**src/sv/bds_pkg.sv**
```systemverilog
// shared types and constants for the box downsampler with row flip
// no dependencies
`default_nettype none

package bds_pkg;

  localparam int LANES    = 4;
  localparam int SAMP_W   = 8;
  localparam int IDX_W    = 12;
  localparam int IN_DW    = LANES * SAMP_W;
  localparam int OUT_DW   = 2 * IDX_W + LANES * SAMP_W;
  localparam int CFG_AW   = 2;
  localparam int CFG_DW   = 16;
  localparam int CH_W     = 3;
  localparam int QDEPTH   = 3;
  localparam int QPTR_W   = 2;

  localparam logic [CFG_AW-1:0] REG_IMAGE_WIDTH   = 2'd0;
  localparam logic [CFG_AW-1:0] REG_IMAGE_HEIGHT  = 2'd1;
  localparam logic [CFG_AW-1:0] REG_CHANNEL_COUNT = 2'd2;

  typedef struct packed {
    logic             frame_end;
    logic [IDX_W-1:0] out_row;
    logic [IDX_W-1:0] out_column;
  } meta_t;

  typedef struct packed {
    logic  in_range;
    logic  first;
    logic  emit;
    meta_t meta;
  } s1_ctl_t;

  typedef logic [LANES-1:0][SAMP_W-1:0] lane_avg_t;

endpackage

`default_nettype wire

```
**src/sv/bds_merge.sv**
```systemverilog
// merging stage: masks unused lanes, packs the result and queues it for output
// depends on bds_pkg
`default_nettype none

module bds_merge (
  input  wire                            clk,
  input  wire                            rst_n,
  input  wire                            push,
  input  wire  bds_pkg::meta_t           meta,
  input  wire  bds_pkg::lane_avg_t       lane_avg,
  input  wire  [bds_pkg::CH_W-1:0]       channel_count,
  output logic [bds_pkg::QPTR_W-1:0]     q_cnt,
  output logic                           out_tvalid,
  input  wire                            out_tready,
  output logic [bds_pkg::OUT_DW-1:0]     out_tdata,  // out_column, out_row, avg_0..avg_3
  output logic                           out_tlast   // frame_end
);
  import bds_pkg::*;

  logic [OUT_DW:0]      q_mem [QDEPTH];
  logic [QPTR_W-1:0]    wp_r, wp_nxt, rp_r, rp_nxt, cnt_r, cnt_nxt;
  lane_avg_t            masked;
  logic                 pop;

  localparam logic [QPTR_W-1:0] QLAST = QPTR_W'(QDEPTH - 1);

  always_comb begin
    for (int c = 0; c < LANES; c++) begin
      masked[c] = (CH_W'(c) < channel_count) ? lane_avg[c] : '0;
    end
  end

  assign pop = out_tvalid && out_tready;

  always_comb begin
    wp_nxt  = push ? ((wp_r == QLAST) ? '0 : wp_r + 1'b1) : wp_r;
    rp_nxt  = pop ? ((rp_r == QLAST) ? '0 : rp_r + 1'b1) : rp_r;
    cnt_nxt = cnt_r + QPTR_W'(push) - QPTR_W'(pop);
  end

  always_ff @(posedge clk) begin
    if (!rst_n) begin
      wp_r  <= '0;
      rp_r  <= '0;
      cnt_r <= '0;
    end else begin
      wp_r  <= wp_nxt;
      rp_r  <= rp_nxt;
      cnt_r <= cnt_nxt;
    end
  end

  always_ff @(posedge clk) begin
    if (push) begin
      q_mem[wp_r] <= {meta.frame_end, masked, meta.out_row, meta.out_column};
    end
  end

  assign q_cnt      = cnt_r;
  assign out_tvalid = (cnt_r != '0);
  assign out_tdata  = q_mem[rp_r][OUT_DW-1:0];
  assign out_tlast  = q_mem[rp_r][OUT_DW];

endmodule

`default_nettype wire

```
**config.mk**
```make
export PLATFORM = sky130hd
export DESIGN_NAME = bds_merge
export DESIGN_NICKNAME = d
export VERILOG_FILES = /design/src/sv/bds_pkg.sv /design/src/sv/bds_merge.sv
export SDC_FILE = /design/constraint.sdc
export NUM_CORES = 1
export LEC_CHECK = 0
export CELL_PAD_IN_SITES_DETAIL_PLACEMENT = 0
export CELL_PAD_IN_SITES_GLOBAL_PLACEMENT = 1
export CORE_ASPECT_RATIO = 0.8
export CORE_MARGIN = 5
export CORE_UTILIZATION = 54
export CTS_BUF_LIST = sky130_fd_sc_hd__clkbuf_2
export CTS_CLUSTER_DIAMETER = 150
export DETAILED_ROUTE_END_ITERATION = 8
export DONT_BUFFER_PORTS = 1
export GPL_TIMING_DRIVEN = 0
export HOLD_SLACK_MARGIN = 0.08
export PLACE_DENSITY_LB_ADDON = 0.1
export SKIP_CTS_REPAIR_TIMING = 1
export SLEW_MARGIN = 20
export SYNTH_ARGS = -nofsm -noshare
export SYNTH_HDL_FRONTEND = slang
export SYNTH_SLANG_ARGS = --single-unit
```
**constraint.sdc**
```tcl
create_clock -name clk -period 5.8 [get_ports clk]
set_clock_uncertainty 0.15 [all_clocks]
set_input_delay 0.29 -clock clk [delete_from_list [all_inputs] [get_ports clk]]
set_output_delay 0.29 -clock clk [all_outputs]
set_load 0.01 [all_outputs]
```
After elaboration in Yosys (flattened, before gate mapping)

Memory sizes are Yosys's and may differ from the RTL's. A register that Yosys moved wholly into a read port is not among the register bits.
Index checks and enable logic that the tools add are counted.
Widths: inputs -> output; s select.

Flip-flop bits (word level): 6
Bits in writable memories: 171
Input bits: 64
Output and inout port bits: 60
Logic and storage cells: 26
Memories kept: 1

$add $sub $neg: 4
Order comparisons: 4
Eq/ne operators: 2
Mux-type cells: 10
Reduce and logical (&&, ||, !) cells: 2

Memory list:

| name  | depth | bits a word | rd ports | clocked after Yosys merged registers in | wr ports | RTL line        | source |
|---|---|---|---|---|---|---|---|
| q_mem | 3     | 57          | 1        | 1                                       | 1        | bds_merge.sv:20 | `logic [OUT_DW:0] q_mem [QDEPTH];` |

Operators by type and width:

| kind                | number |
|---|---|
| $mux 8              | 4 |
| $mux 2              | 4 |
| $lt 1x3->1 const A  | 2 |
| $lt 2x3->1 const A  | 2 |
| $add 2x1->2 const B | 2 |
| $eq 2x2->1 const B  | 2 |
| $add 2x1->2         | 1 |
| $mux 1              | 2 |
| $reduce_bool 2->1   | 1 |
| $sub 2x1->2         | 1 |
| $logic_and 1x1->1   | 1 |

Longest topological paths before layout

Depth after elaboration: 4
Gate-level depth with buffers: 5
Mapped depth without buffers: 5

Least setup slack after synthesis

No wires, ideal clock.

Kind: reg-to-reg
Start point: register wp_r[1]
End point: memory q_mem[0][0] (netlist name), enable pin
Library setup time: 556 ps
Data arrival time: 4550 ps
Required time: 5094 ps
Setup slack: 544 ps
Cell stages (with the launch flop): 2
Buffers on the path: 0
Clock period less this slack: 5256 ps
Cell sequence: dfxtp_1 > nor3b_1

RTL lines:

| what                   | RTL line        | source |
|---|---|---|
| from (decl)            | bds_merge.sv:21 | `logic [QPTR_W-1:0] wp_r, wp_nxt, rp_r, rp_nxt, cnt_r, cnt_nxt;` |
| from (signal assigned) | bds_merge.sv:47 | `wp_r <= wp_nxt;` |
| to (decl)              | bds_merge.sv:20 |  |

No word-level cell before the write port.

==> impl_metrics.ini <==
[clock_tree]
path_clk_slew_ps = 230
cts_buffers = 17
clockRootBuffer = clkbuf_2
htree_num_levels = 4
clk_latency_ps = 700
tritoncts = yes
clockBufferDepth = 2
cts.sinks = 179

[timing]
hold_viol_final = 0
setup_viol = 0
post-route-period-util_pct = 43.2
rsz0062_at_grt = false
slew_headroom_pct = 45.9
final.min_clock_period_ps = 2500
fmax_ghz = 0.400
worst_pin_slew_ps = 806
hold_ws_ps = 215
slew_viol_final = 0

[finish]
final_core_util_pct = 66.8
diodes = 0
multi_input_area_sq_um = 1480
nets = 624
syn2layout_area_growth_pct = 22.7
fill_cells = 889
drive_above_1_share_pct = 11.0
seq_area_sq_um = 5300
final_common_cell = edfxtp_1
layout_common_cells = edfxtp_1 (171), dlygate4sd3_1 (92), nand2_1 (62), mux2i_1 (59), o21ai_0 (33)
stdcell_area_sq_um = 8510

[synth]
synth_adder_area_share_pct = 0.180
syn_inst = 435
synth_xor_area_share_pct = 0
ys_async_sr_fraction_pct = 0
syn_area_sq_um = 6930
yosysTopAreaCell = edfxtp_1
synth_compound_area_share_pct = 4.89
synthTopCellsByArea = edfxtp_1 (74%), mux2i_1 (8.5%), nand2_1 (3.4%)
synth.yosys.seq_area_share_pct = 76.4
synth.top_cell.area_share_pct = 74.1
synth-edff-count = 171
synth_cell_types = 25
ys.flop_type = edfxtp_1
synth_mux_area_share_pct = 8.52
avgSynthCellArea_sq_um = 15.9
synth_top_family_by_area = multiplexers
ys.warnings.count = 0
ys_ff_latch = 179
synthSimpleGateAreaFrac_pct = 7.45
syn-num-nets = 500

[place]
gp_congestion = 0.683
port_buffers = 0
placed_cell_area_sq_um = 7370
dp_hpwl_um = 8680

[setup_path]
slowest_stage = dfxtp_1
cp-end-kind = primary output
crit_required_ps = 5360
crit_type = reg2out
worstPathArrival_ps = 2060
cpPeakStageDelay_ps = 510
cp_max_fo = 10
worstPathCellList = buf_2, buf_2, nand2_1, o21ai_0
startpoint_type = register
cp_common_cell = buf_2

[global_route]
use_met2_pct = 26.9
grt_first_pass_wirelength_um = 19700
grt.met1_usage_pct = 22.9
grt_pass1_vias = 3442
groute.usage.overall_pct = 17.5
grt_busiest_layer = met2
grt_overflow = 0
grt_util_met3_pct = 8.13
grt_max_degree = 24
antenna_found_initial = 0

[detailed_routing]
drt_iter0_drc = 279
totalWireLength_um = 14000
drc = 0
wire_per_inst_um = 18.8
dr.pass1.iters = 5
vias = 3852
viasPerCell = 5.16
antenna_left = 0

[die]
die_area_sq_um = 15200
floorplan.rows = 37
start_util_pct = 54.5
die_w_um = 137
fp.dieH_um = 111
boundaryPins = 124
coreArea_sq_um = 12700

[power]
seqPwrFrac_pct = 63.7
p_clk_share_pct = 24.8
p_int_mw = 1.79
power_switching_mw = 0.557
power_mw = 2.35
p_sw_share_pct = 23.7
combPwrFrac_pct = 11.5
p_per_area_nw_per_um2 = 276
ir_worst_vdd_uv = 246
leakage_nw = 2.80

[run]
drv_cap = 0

[status]
status = completed

[worst_hold_path]
hp-class = in2reg
## routing by layer
| layer | vias up | routed length (um) | part of all wire [%] |
|---|---|---|---|
| li1 | 1862 | - | - |
| met1 | 1869 | 5870 | 42 |
| met2 | 112 | 7000 | 50 |
| met3 | 9 | 1040 | 7.4 |
| met4 | 0 | 127 | 0.90 |
| met5 | - | 0 | 0 |
## worst max-delay path, delay by kind of cell (launching register included)
| kind | cells | cell delay, ps |
|---|---|---|
| AO/OA/AOI/OAI | 1 | 220 |
| flip-flops | 1 | 510 |
| AND/OR/NAND/NOR | 1 | 70 |
| buffers and inverters | 2 | 580 |
## per-stage QoR
stage,setup WS [ps],TNS [ps],instances
floorplan,544,0,435
global placement,-2630,-152460,610
detailed placement,3910,0,623
CTS,3140,0,654
global route,3010,0,746
finish,3300,0,746
## logic make-up after synthesis
family	after synthesis
adders and majority gates	1
DFF	179
muxes	59
AOI/OAI and AO/OA	66
buffers and inverters	22
and+or+nand+nor	108
## power by group through the flow
stage / sequential [mW] / combinational (mW) / clock, mW
2_1_floorplan: 1.53 / 0.153 / 0
3_3_place_gp: 1.53 / 0.197 / 0
3_5_place_dp: 1.52 / 0.219 / 0
4_1_cts: 1.50 / 0.219 / 0.597
5_1_grt: 1.50 / 0.296 / 0.659
6_report: 1.49 / 0.271 / 0.582
## worst paths after layout
path                         from                     end  slack, ps  cells past startpoint
max                      register           out_tdata[49]       3300                      4
min                  lane_avg[27]  q_mem[0][51]$_DFFE_PP_        210                      2
max reg2reg  wp_r[0]$_SDFFE_PN0P_    wp_r[1]$_SDFFE_PN0P_       3740                      5
min reg2reg  rp_r[1]$_SDFFE_PN0P_    rp_r[1]$_SDFFE_PN0P_        390                      2
## Yosys cell counts (2+ instances only)
library cell	count
dfxtp_1	8
o21a_1	2
buf_6	3
nor2b_1	26
buf_2	8
and2_1	9
nand2_1	62
nor2_1	3
buf_12	4
o21ai_1	30
nand3_1	2
o21ai_0	33
buf_1	5
mux2i_1	59
edfxtp_1	171
## sequential cells by signal, summed over array words and instances (netlist names), named ones only
name / cells
rp_r: 2
q_cnt: 2
q_mem: 171
wp_r: 2
## area by class of cell
cell class                      instances  area share [%]
Clock inverter                         12            1.37
Timing Repair Buffer                  105            13.2
Clock buffer                           19            1.12
Buffer                                 21            2.07
Sequential cell                       179            62.2
Multi-Input combinational cell        234            17.4
Tap cell                              175            2.57
Inverter                                1          0.0441
Note: power is estimated with default switching activity, not from simulation.
